===== src/hw/rtl/irpd_pkg.sv =====
// Shared types and constants for the infrared pulse-distance transmitter.
package irpd_pkg;

    // Transmitter phase
    typedef enum logic [1:0] {
        PH_IDLE  = 2'd0,
        PH_HIGH  = 2'd1,
        PH_LOW   = 2'd2,
        PH_SPACE = 2'd3
    } phase_t;

    // Entry point into the segment sequencer
    typedef enum logic [2:0] {
        GO_HIGH        = 3'd0,
        GO_LOW         = 3'd1,
        GO_PERIOD_END  = 3'd2,
        GO_SPACE_START = 3'd3,
        GO_SPACE_NEXT  = 3'd4
    } go_t;

    // Symbol kinds
    typedef enum logic [1:0] {
        SYM_START = 2'd0,
        SYM_ONE   = 2'd1,
        SYM_ZERO  = 2'd2,
        SYM_END   = 2'd3
    } symbol_t;

    // Configuration register indexes
    typedef enum logic [2:0] {
        REG_ON_TICKS      = 3'd0,
        REG_OFF_TICKS     = 3'd1,
        REG_START_MARK    = 3'd2,
        REG_BIT_MARK      = 3'd3,
        REG_START_SPACE   = 3'd4,
        REG_ONE_SPACE     = 3'd5,
        REG_ZERO_SPACE    = 3'd6,
        REG_END_SPACE     = 3'd7
    } cfg_reg_t;

    // Input item command
    localparam logic CMD_TICK = 1'b0;
    localparam logic CMD_LOAD = 1'b1;

    // Field widths
    localparam int CarrierW = 10;
    localparam int PeriodW  = CarrierW + 1;
    localparam int MarkW    = 8;
    localparam int SpaceW   = 16;
    localparam int AccW     = 17;

    // Register reset values (mark counts are in carrier periods of on_ticks plus off_ticks, 26 us each at reset)
    localparam logic [CarrierW-1:0] ON_TICKS_RST    = 10'd13;
    localparam logic [CarrierW-1:0] OFF_TICKS_RST   = 10'd13;
    localparam logic [MarkW-1:0]    START_MARK_RST  = 8'd129;
    localparam logic [MarkW-1:0]    BIT_MARK_RST    = 8'd17;
    localparam logic [SpaceW-1:0]   START_SPACE_RST = 16'd1725;
    localparam logic [SpaceW-1:0]   ONE_SPACE_RST   = 16'd1200;
    localparam logic [SpaceW-1:0]   ZERO_SPACE_RST  = 16'd400;
    localparam logic [SpaceW-1:0]   END_SPACE_RST   = 16'd14000;

    // Sequencer state that changes from segment to segment
    typedef struct packed {
        phase_t              phase;
        logic [PeriodW-1:0]  ticks;
        logic [MarkW-1:0]    periods;
        logic [AccW-1:0]     acc;
    } seg_state_t;

endpackage


===== src/hw/rtl/ir_pulse_distance_transmitter.sv =====
// Top level of the infrared pulse-distance transmitter.
//
// Input stream (s_axis_*): one transaction per item. tuser carries the command
// (0 one-microsecond tick, 1 load a symbol); tdata carries the symbol kind
// (0 start, 1 one, 2 zero, 3 end), used by loads only. Output stream (m_axis_*):
// one transaction per input item with the pin level for that tick, busy,
// symbol-done and rejected flags. A load while a symbol is in progress is
// rejected and leaves the state untouched.
// Configuration channel (cfg_*): register index and data, always ready; write
// only while the transmitter is idle.
// The result is registered and presented in the cycle after the input transaction.
// Throughput: one item per cycle; the next-segment logic is a single pass from
// the state registers to the result register, and the output register frees
// itself in the cycle it is taken, so input is held back only while a result
// waits and the receiver is stalling.
// Reset puts the sequencer in idle and the registers at their default timing
// (13/13 us carrier, 129 and 17 mark periods, 1725/1200/400/14000 us spaces).
module ir_pulse_distance_transmitter
(
    input  logic        clk,
    input  logic        rst_n,
    // input stream
    input  logic        s_axis_tvalid,
    output logic        s_axis_tready,
    input  logic [7:0]  s_axis_tdata,   // [1:0] symbol_kind, [7:2] zero
    input  logic        s_axis_tuser,   // [0] command
    // output stream
    output logic        m_axis_tvalid,
    input  logic        m_axis_tready,
    output logic [7:0]  m_axis_tdata,   // [0] pin_level, [1] busy_res, [2] symbol_done,
                                        // [3] rejected, [7:4] zero
    // configuration writes
    input  logic        cfg_valid,
    output logic        cfg_ready,
    input  logic [2:0]  cfg_index,
    input  logic [15:0] cfg_data
);

    // Configuration registers
    logic [irpd_pkg::CarrierW-1:0] on_ticks_reg;
    logic [irpd_pkg::CarrierW-1:0] off_ticks_reg;
    logic [irpd_pkg::MarkW-1:0]    start_mark_reg;
    logic [irpd_pkg::MarkW-1:0]    bit_mark_reg;
    logic [irpd_pkg::SpaceW-1:0]   start_space_reg;
    logic [irpd_pkg::SpaceW-1:0]   one_space_reg;
    logic [irpd_pkg::SpaceW-1:0]   zero_space_reg;
    logic [irpd_pkg::SpaceW-1:0]   end_space_reg;

    // Sequencer state
    irpd_pkg::seg_state_t          seg_reg;
    irpd_pkg::seg_state_t          seg_next;
    irpd_pkg::symbol_t             sym_reg;
    irpd_pkg::symbol_t             sym_next;

    // Output register
    logic                          m_valid_reg;
    logic [3:0]                    m_data_reg;
    logic [3:0]                    m_data_next;

    logic                          s_accept;
    logic                          cmd;
    irpd_pkg::symbol_t             kind;
    irpd_pkg::symbol_t             space_sym;
    logic [irpd_pkg::MarkW-1:0]    load_mark;
    logic [irpd_pkg::SpaceW-1:0]   space_sel;
    logic [irpd_pkg::PeriodW-1:0]  ticks_dec;
    irpd_pkg::go_t                 seq_go;
    irpd_pkg::seg_state_t          seq_cur;
    irpd_pkg::seg_state_t          seq_nxt;
    logic                          seq_fin;
    logic                          pin;
    logic                          done;
    logic                          rej;

    assign cmd           = s_axis_tuser;
    assign kind          = irpd_pkg::symbol_t'(s_axis_tdata[1:0]);
    assign s_axis_tready = !m_valid_reg || m_axis_tready;
    assign s_accept      = s_axis_tvalid && s_axis_tready;
    assign cfg_ready     = 1'b1;
    assign m_axis_tvalid = m_valid_reg;
    assign m_axis_tdata  = {4'd0, m_data_reg};

    // Configuration register writes
    always_ff @(posedge clk or negedge rst_n)
    begin
        if (!rst_n)
        begin
            on_ticks_reg    <= irpd_pkg::ON_TICKS_RST;
            off_ticks_reg   <= irpd_pkg::OFF_TICKS_RST;
            start_mark_reg  <= irpd_pkg::START_MARK_RST;
            bit_mark_reg    <= irpd_pkg::BIT_MARK_RST;
            start_space_reg <= irpd_pkg::START_SPACE_RST;
            one_space_reg   <= irpd_pkg::ONE_SPACE_RST;
            zero_space_reg  <= irpd_pkg::ZERO_SPACE_RST;
            end_space_reg   <= irpd_pkg::END_SPACE_RST;
        end
        else if (cfg_valid)
        begin
            unique case (irpd_pkg::cfg_reg_t'(cfg_index))
                irpd_pkg::REG_ON_TICKS:    on_ticks_reg    <= cfg_data[9:0];
                irpd_pkg::REG_OFF_TICKS:   off_ticks_reg   <= cfg_data[9:0];
                irpd_pkg::REG_START_MARK:  start_mark_reg  <= cfg_data[7:0];
                irpd_pkg::REG_BIT_MARK:    bit_mark_reg    <= cfg_data[7:0];
                irpd_pkg::REG_START_SPACE: start_space_reg <= cfg_data;
                irpd_pkg::REG_ONE_SPACE:   one_space_reg   <= cfg_data;
                irpd_pkg::REG_ZERO_SPACE:  zero_space_reg  <= cfg_data;
                irpd_pkg::REG_END_SPACE:   end_space_reg   <= cfg_data;
                default:                   on_ticks_reg    <= on_ticks_reg;
            endcase
        end
    end

    // Sequencer inputs: a load starts a fresh symbol, a tick continues the current one
    assign load_mark = (kind == irpd_pkg::SYM_START) ? start_mark_reg : bit_mark_reg;
    assign space_sym = (cmd == irpd_pkg::CMD_LOAD) ? kind : sym_reg;
    assign ticks_dec = seg_reg.ticks - irpd_pkg::PeriodW'(seg_reg.ticks != '0);

    always_comb
    begin
        unique case (space_sym)
            irpd_pkg::SYM_START: space_sel = start_space_reg;
            irpd_pkg::SYM_ONE:   space_sel = one_space_reg;
            irpd_pkg::SYM_ZERO:  space_sel = zero_space_reg;
            irpd_pkg::SYM_END:   space_sel = end_space_reg;
            default:             space_sel = end_space_reg;
        endcase
    end

    always_comb
    begin
        seq_cur = seg_reg;
        if (cmd == irpd_pkg::CMD_LOAD)
        begin
            seq_cur.periods = load_mark;
            seq_cur.acc     = '0;
            seq_go          = (load_mark != '0) ? irpd_pkg::GO_HIGH : irpd_pkg::GO_SPACE_START;
        end
        else
        begin
            unique case (seg_reg.phase)
                irpd_pkg::PH_HIGH: seq_go = irpd_pkg::GO_LOW;
                irpd_pkg::PH_LOW:  seq_go = irpd_pkg::GO_PERIOD_END;
                default:           seq_go = irpd_pkg::GO_SPACE_NEXT;
            endcase
        end
    end

    irpd_seg u_seg
    (
        .go        (seq_go),
        .on_ticks  (on_ticks_reg),
        .off_ticks (off_ticks_reg),
        .space_us  (space_sel),
        .cur       (seq_cur),
        .nxt       (seq_nxt),
        .fin       (seq_fin)
    );

    // Next state and result for the item on the input
    always_comb
    begin
        seg_next = seg_reg;
        sym_next = sym_reg;
        pin      = 1'b0;
        done     = 1'b0;
        rej      = 1'b0;
        if (cmd == irpd_pkg::CMD_LOAD)
        begin
            if (seg_reg.phase != irpd_pkg::PH_IDLE)
            begin
                rej = 1'b1;
                pin = (seg_reg.phase == irpd_pkg::PH_HIGH);
            end
            else
            begin
                sym_next = kind;
                seg_next = seq_nxt;
                done     = seq_fin;
                pin      = (seq_nxt.phase == irpd_pkg::PH_HIGH);
            end
        end
        else if (seg_reg.phase != irpd_pkg::PH_IDLE)
        begin
            pin = (seg_reg.phase == irpd_pkg::PH_HIGH);
            if (ticks_dec == '0)
            begin
                seg_next = seq_nxt;
                done     = seq_fin;
            end
            else
            begin
                seg_next.ticks = ticks_dec;
            end
        end
        m_data_next = {rej, done, (seg_next.phase != irpd_pkg::PH_IDLE), pin};
    end

    // State update on each input transaction
    always_ff @(posedge clk or negedge rst_n)
    begin
        if (!rst_n)
        begin
            seg_reg.phase   <= irpd_pkg::PH_IDLE;
            seg_reg.ticks   <= '0;
            seg_reg.periods <= '0;
            seg_reg.acc     <= '0;
            sym_reg         <= irpd_pkg::SYM_START;
        end
        else if (s_accept)
        begin
            seg_reg <= seg_next;
            sym_reg <= sym_next;
        end
    end

    // Output register
    always_ff @(posedge clk or negedge rst_n)
    begin
        if (!rst_n)
        begin
            m_valid_reg <= 1'b0;
        end
        else if (s_accept)
        begin
            m_valid_reg <= 1'b1;
        end
        else if (m_axis_tready)
        begin
            m_valid_reg <= 1'b0;
        end
    end

    always_ff @(posedge clk)
    begin
        if (s_accept)
        begin
            m_data_reg <= m_data_next;
        end
    end

endmodule


===== src/hw/rtl/irpd_seg.sv =====
// Segment sequencer: finds the next segment of nonzero length of a symbol.
module irpd_seg
(
    input  irpd_pkg::go_t                     go,
    input  logic [irpd_pkg::CarrierW-1:0]     on_ticks,
    input  logic [irpd_pkg::CarrierW-1:0]     off_ticks,
    input  logic [irpd_pkg::SpaceW-1:0]       space_us,
    input  irpd_pkg::seg_state_t              cur,
    output irpd_pkg::seg_state_t              nxt,
    output logic                              fin
);

    logic [irpd_pkg::PeriodW-1:0] per;
    logic [irpd_pkg::MarkW-1:0]   periods_dec;
    logic                         pend;
    logic                         sstart;
    logic                         snext;

    assign per         = {1'b0, on_ticks} + {1'b0, off_ticks};
    assign periods_dec = cur.periods - irpd_pkg::MarkW'(cur.periods != '0);

    // Walk the segment order: high, low, period end, space start, further space chunks
    always_comb
    begin
        nxt.phase   = irpd_pkg::PH_IDLE;
        nxt.ticks   = '0;
        nxt.periods = cur.periods;
        nxt.acc     = cur.acc;
        fin         = 1'b0;
        pend        = 1'b0;
        sstart      = 1'b0;
        snext       = 1'b0;

        unique case (go)
            irpd_pkg::GO_HIGH:
            begin
                if (on_ticks != '0)
                begin
                    nxt.phase = irpd_pkg::PH_HIGH;
                    nxt.ticks = {1'b0, on_ticks};
                end
                else if (off_ticks != '0)
                begin
                    nxt.phase = irpd_pkg::PH_LOW;
                    nxt.ticks = {1'b0, off_ticks};
                end
                else
                begin
                    pend = 1'b1;
                end
            end
            irpd_pkg::GO_LOW:
            begin
                if (off_ticks != '0)
                begin
                    nxt.phase = irpd_pkg::PH_LOW;
                    nxt.ticks = {1'b0, off_ticks};
                end
                else
                begin
                    pend = 1'b1;
                end
            end
            irpd_pkg::GO_PERIOD_END:  pend   = 1'b1;
            irpd_pkg::GO_SPACE_START: sstart = 1'b1;
            irpd_pkg::GO_SPACE_NEXT:  snext  = 1'b1;
            default:                  fin    = 1'b1;
        endcase

        // End of a carrier period; an all-zero carrier drains the mark at once
        if (pend)
        begin
            nxt.periods = periods_dec;
            if (periods_dec != '0 && on_ticks != '0)
            begin
                nxt.phase = irpd_pkg::PH_HIGH;
                nxt.ticks = {1'b0, on_ticks};
            end
            else if (periods_dec != '0 && off_ticks != '0)
            begin
                nxt.phase = irpd_pkg::PH_LOW;
                nxt.ticks = {1'b0, off_ticks};
            end
            else
            begin
                sstart = 1'b1;
            end
        end

        // First space chunk is on_ticks long and counts as a whole period
        if (sstart)
        begin
            if (space_us == '0 || per == '0)
            begin
                fin = 1'b1;
            end
            else
            begin
                nxt.acc = irpd_pkg::AccW'(per);
                if (on_ticks != '0)
                begin
                    nxt.phase = irpd_pkg::PH_SPACE;
                    nxt.ticks = {1'b0, on_ticks};
                end
                else
                begin
                    snext = 1'b1;
                end
            end
        end

        // Further full periods while the accumulated space is short of the request
        if (snext)
        begin
            if (per != '0 && nxt.acc < irpd_pkg::AccW'(space_us))
            begin
                nxt.acc   = nxt.acc + irpd_pkg::AccW'(per);
                nxt.phase = irpd_pkg::PH_SPACE;
                nxt.ticks = per;
            end
            else
            begin
                fin = 1'b1;
            end
        end

        // Symbol finished: back to idle
        if (fin)
        begin
            nxt.phase   = irpd_pkg::PH_IDLE;
            nxt.ticks   = '0;
            nxt.periods = '0;
            nxt.acc     = '0;
        end
    end

endmodule

===== config.mk =====
export PLATFORM = sky130hd
export DESIGN_NAME = ir_pulse_distance_transmitter
export DESIGN_NICKNAME = d
export VERILOG_FILES = /design/src/hw/rtl/irpd_pkg.sv /design/src/hw/rtl/ir_pulse_distance_transmitter.sv /design/src/hw/rtl/irpd_seg.sv
export SDC_FILE = /design/constraint.sdc
export NUM_CORES = 1
export LEC_CHECK = 0
export BUFFER_PORTS_ARGS = -buffer_cell sky130_fd_sc_hd__buf_2
export CAP_MARGIN = 0
export CELL_PAD_IN_SITES_DETAIL_PLACEMENT = 1
export CELL_PAD_IN_SITES_GLOBAL_PLACEMENT = 2
export CORE_UTILIZATION = 40
export CTS_CLUSTER_DIAMETER = 150
export CTS_CLUSTER_SIZE = 24
export DETAILED_ROUTE_END_ITERATION = 8
export PLACE_DENSITY_LB_ADDON = 0.12
export SYNTH_ARGS = -nofsm -noshare
export SYNTH_HDL_FRONTEND = slang
export SYNTH_HIERARCHICAL = 1
export SYNTH_SLANG_ARGS = --single-unit

===== constraint.sdc =====
create_clock -name clk -period 17.8 [get_ports clk]
set_input_delay 1.78 -clock clk [delete_from_list [all_inputs] [get_ports clk]]
set_output_delay 1.78 -clock clk [all_outputs]
set_load 0.005 [all_outputs]

==> qor.txt <==
Clock power share: 0.222
Gpl congestion: 0.810
Clock latency at the later pin of the worst-skew pair: 0.44 ns
Die width: 162 um
Seq cells post-synth: 145
DIE HEIGHT: 162 um
# port buffers: 32
Unique masters post-synth: 98
Hold buffer count at CTS: 0
Clock Sinks: 145
Worst-path fanout max: 29
Worst VDD drop: 0.0000671 V
Slew @ Worst Pin: 1.20 ns
Complex-gate fraction of the synthesized area: 0.182
Min-Delay Path Class: reg -> reg
Xor-xnor portion of the synthesized cell area: 0.0229
Simple-Gate Fraction of Synth Area: 0.149
Core Area: 25200 um2
CTS Buffer Depth: 2
Synth Warn #: 6
Post-Syn Area per Cell: 9.94 um2
Post-Route Skew: 0.0163 ns
DP Cell Count: 1348
Reg clk slew, reported paths: 0.07 ns
Iteration-0 DRC Markers: 506
Max-cap violations: 0
Cell Area, Synth: 10300 um2
TritonRoute pass-1 iters: 5
Fin. Hold Viols: 0
Final period utilization: 0.507
# diodes: 0
Unrepaired setup endpoints after global routing: no
Vias in the first global route: 8397
Initial core utilization: 0.407
Gate power share: 0.494
Outcome: finished clean
First-pass GRT wire length: 49000 um
Internal power: 1.02 mW
Worst EP arrival: 9.38 ns
Synth area leaders: dfrtp_1 (27%), mux2_2 (12%), dfstp_2 (8.2%)
Fillers: 2808
DR vias/cell: 5.94
Required @ worst endpoint: 18.15 ns
Top-area cell type share of the netlist area: 0.266
Max reg flops: 38
Yosys top cell by area: dfrtp_1
Share of layout cells above drive strength 1: 0.267
Slew HR: 0.201
Setup CP Type: in -> reg
Pwr dens: 156 nW/um2
Adder-Cell Fraction of Synth Area: 0.0588
Worst Setup End Kind: flip-flop
Die Area: 26300 um2
Final core utilization: 0.447
Vias: 8204
Post-Syn Instances: 1032
EDFF count, synth: 4
Largest net degree at the start of global routing: 100
Final cell count without fillers: 1380
Antenna-violating nets left: 0
Sequential fraction of the synthesis area: 0.360
TritonCTS clock tree: built
Global route total overflow: 0
Final TNS setup: 0 ns
CP startpoint kind: input pin
Fin crit period: 9.02 ns
Top FF cell, synth: dfrtp_1
DPL Wire Length: 21400 um
Final setup viols: 0
Syn-to-layout area delta: 9.77%
Final wirelength: 30200 um
GRT Util Overall: 0.241
# IOs: 44
H-Tree Depth: 4
Sw frac: 0.424
Wire per inst: 21.9 um
Sequential fraction of design power: 0.284
Post-synthesis mux area share: 0.175
Slew Limit Fails: 0
Post CTS Setup Buffer Count: 0
Clock root buffer: clkbuf_16
Fmax: 111 MHz
CTS Buf Count: 17
Initial antenna violation count: 0
Final-stage net count: 1117
Row cnt: 58
Asr flop ratio synth: 0.972
Net switching power figure: 746 uW
LEAKAGE: 4.68 nW
DRC viols: 0
Cts repair resizes: 0
Main combinational cell family by area after synthesis: compound AO/OA/AOI/OAI gates
==> area by class of cell <==
class / instances / area [um2] / area share
repair buffers: 47 / 279 / 0.0248
clock inverters: 15 / 190 / 0.0169
inverters: 48 / 180 / 0.0160
well taps: 330 / 413 / 0.0367
flip-flops and latches: 145 / 3690 / 0.328
clock buffers: 17 / 425 / 0.0378
multi-input cells: 778 / 6080 / 0.540
==> final timing paths <==
path                                               startpoint                           end  depth (start not counted)  slack (ns)
min in group asynchronous                               rst_n        seg_reg[7]$_DFFE_PN0P_                          1        1.41
worst max register to register  start_mark_reg[3]$_DFFE_PN0P_       seg_reg[13]$_DFFE_PN0P_                         26       10.63
worst min register to register   one_space_reg[0]$_DFFE_PN0P_  one_space_reg[0]$_DFFE_PN0P_                          1        0.51
max in group asynchronous                               rst_n       seg_reg[24]$_DFFE_PN0P_                          2       15.27
worst min-delay path             one_space_reg[0]$_DFFE_PN0P_  one_space_reg[0]$_DFFE_PN0P_                          1        0.51
worst max-delay path                          s_axis_tdata[0]       seg_reg[13]$_DFFE_PN0P_                         28        8.78
==> per-stage QoR <==
stage | cell area (um2) | hold slack [ns] | power, mW | setup slack [ns]
global route | 11300 | 0.528 | 1.90 | 8.07
floorplan | 10300 | 0.466 | 1.15 | 9.72
CTS | 11300 | 0.508 | 1.77 | 8.77
global placement | 10600 | 0.483 | 1.35 | 8.38
detailed placement | 10600 | 0.492 | 1.37 | 8.31
finish | 11300 | 0.506 | 1.76 | 8.78
==> cell usage after synthesis (all sizes together) (11+ instances only) <==
library cell,count
a211oi,11
xor2,12
o21ai,73
inv,48
mux4,16
nand2,46
nor3,15
nor4,17
clkbuf,40
buf,24
nor2b,24
ha,45
xnor2,14
mux2,108
mux2i,21
a22oi,51
dfrtp,109
nand3,14
nor2,85
dfstp,32
nand2b,12
a21oi,48
==> critical path, cell delays in order <==
cell       delay, ns
buf_2           0.14
nor2_1          0.66
mux2i_1         0.36
a21oi_1         0.22
nor4_1          0.53
nand2_1         0.11
ha_1            0.22
ha_1            0.32
and4_1          0.19
nand2_1         0.06
o22ai_2         0.22
o22a_2          0.24
o21ai_0         0.09
o21bai_2        0.20
buf_4           0.24
o21ai_0         0.55
ha_1            0.37
a41oi_1         0.21
a21oi_1         0.09
o41ai_1         0.43
o2111ai_1       0.27
a211oi_4        0.25
o21ai_2         0.13
buf_4           0.28
or4_1           0.53
a211oi_1        0.37
a22oi_1         0.11
o21ai_0         0.17
==> layout by cell type, fill, tap and decap left out, types with 8 or more instances in the layout <==
cell,count
mux2_2,107
or3_1,8
a22oi_1,51
clkbuf_16,17
dfstp_2,32
dfrtp_1,109
buf_4,15
xnor2_1,13
inv_1,47
nor3_1,14
o21a_1,8
xor2_1,12
a21oi_1,48
nand2_1,46
buf_2,31
mux2i_1,19
nand2b_1,12
nor2_1,84
ha_1,45
and2_1,8
nor2b_1,24
o21ai_0,57
mux4_2,16
or4_1,8
a221oi_1,9
nor4_1,14
o21ai_1,14
a211oi_1,8
nand3_1,13
a21o_1,9
nand4_1,9
==> per-layer routing <==
layer	up-vias	wire length, um	GRT usage
li1	3861	-	-
met1	4165	14900	0.350
met2	133	13600	0.369
met3	45	985	0.0283
met4	0	695	0.0836
met5	-	0	0
==> logic make-up (layout without fill, tap and decap cells) <==
kind of cell               Yosys count  after routing
and+or+nand+nor                    283            283
AOI/OAI and AO/OA                  272            272
muxes                              145            145
DFF                                145            145
buffers and inverters              112            127
adders and majority gates           47             47
xor gates and xnor gates            26             26
other                                2              5
==> power by group through the flow <==
stage	sequential [mW]	clock [mW]	combinational, mW
after CTS	0.500	0.399	0.873
final	0.500	0.391	0.871
after detailed placement	0.504	0	0.868
after global routing	0.513	0.414	0.970
after floorplan	0.476	0	0.669
after global placement	0.500	0	0.853
(Power assumes the default switching activity.)
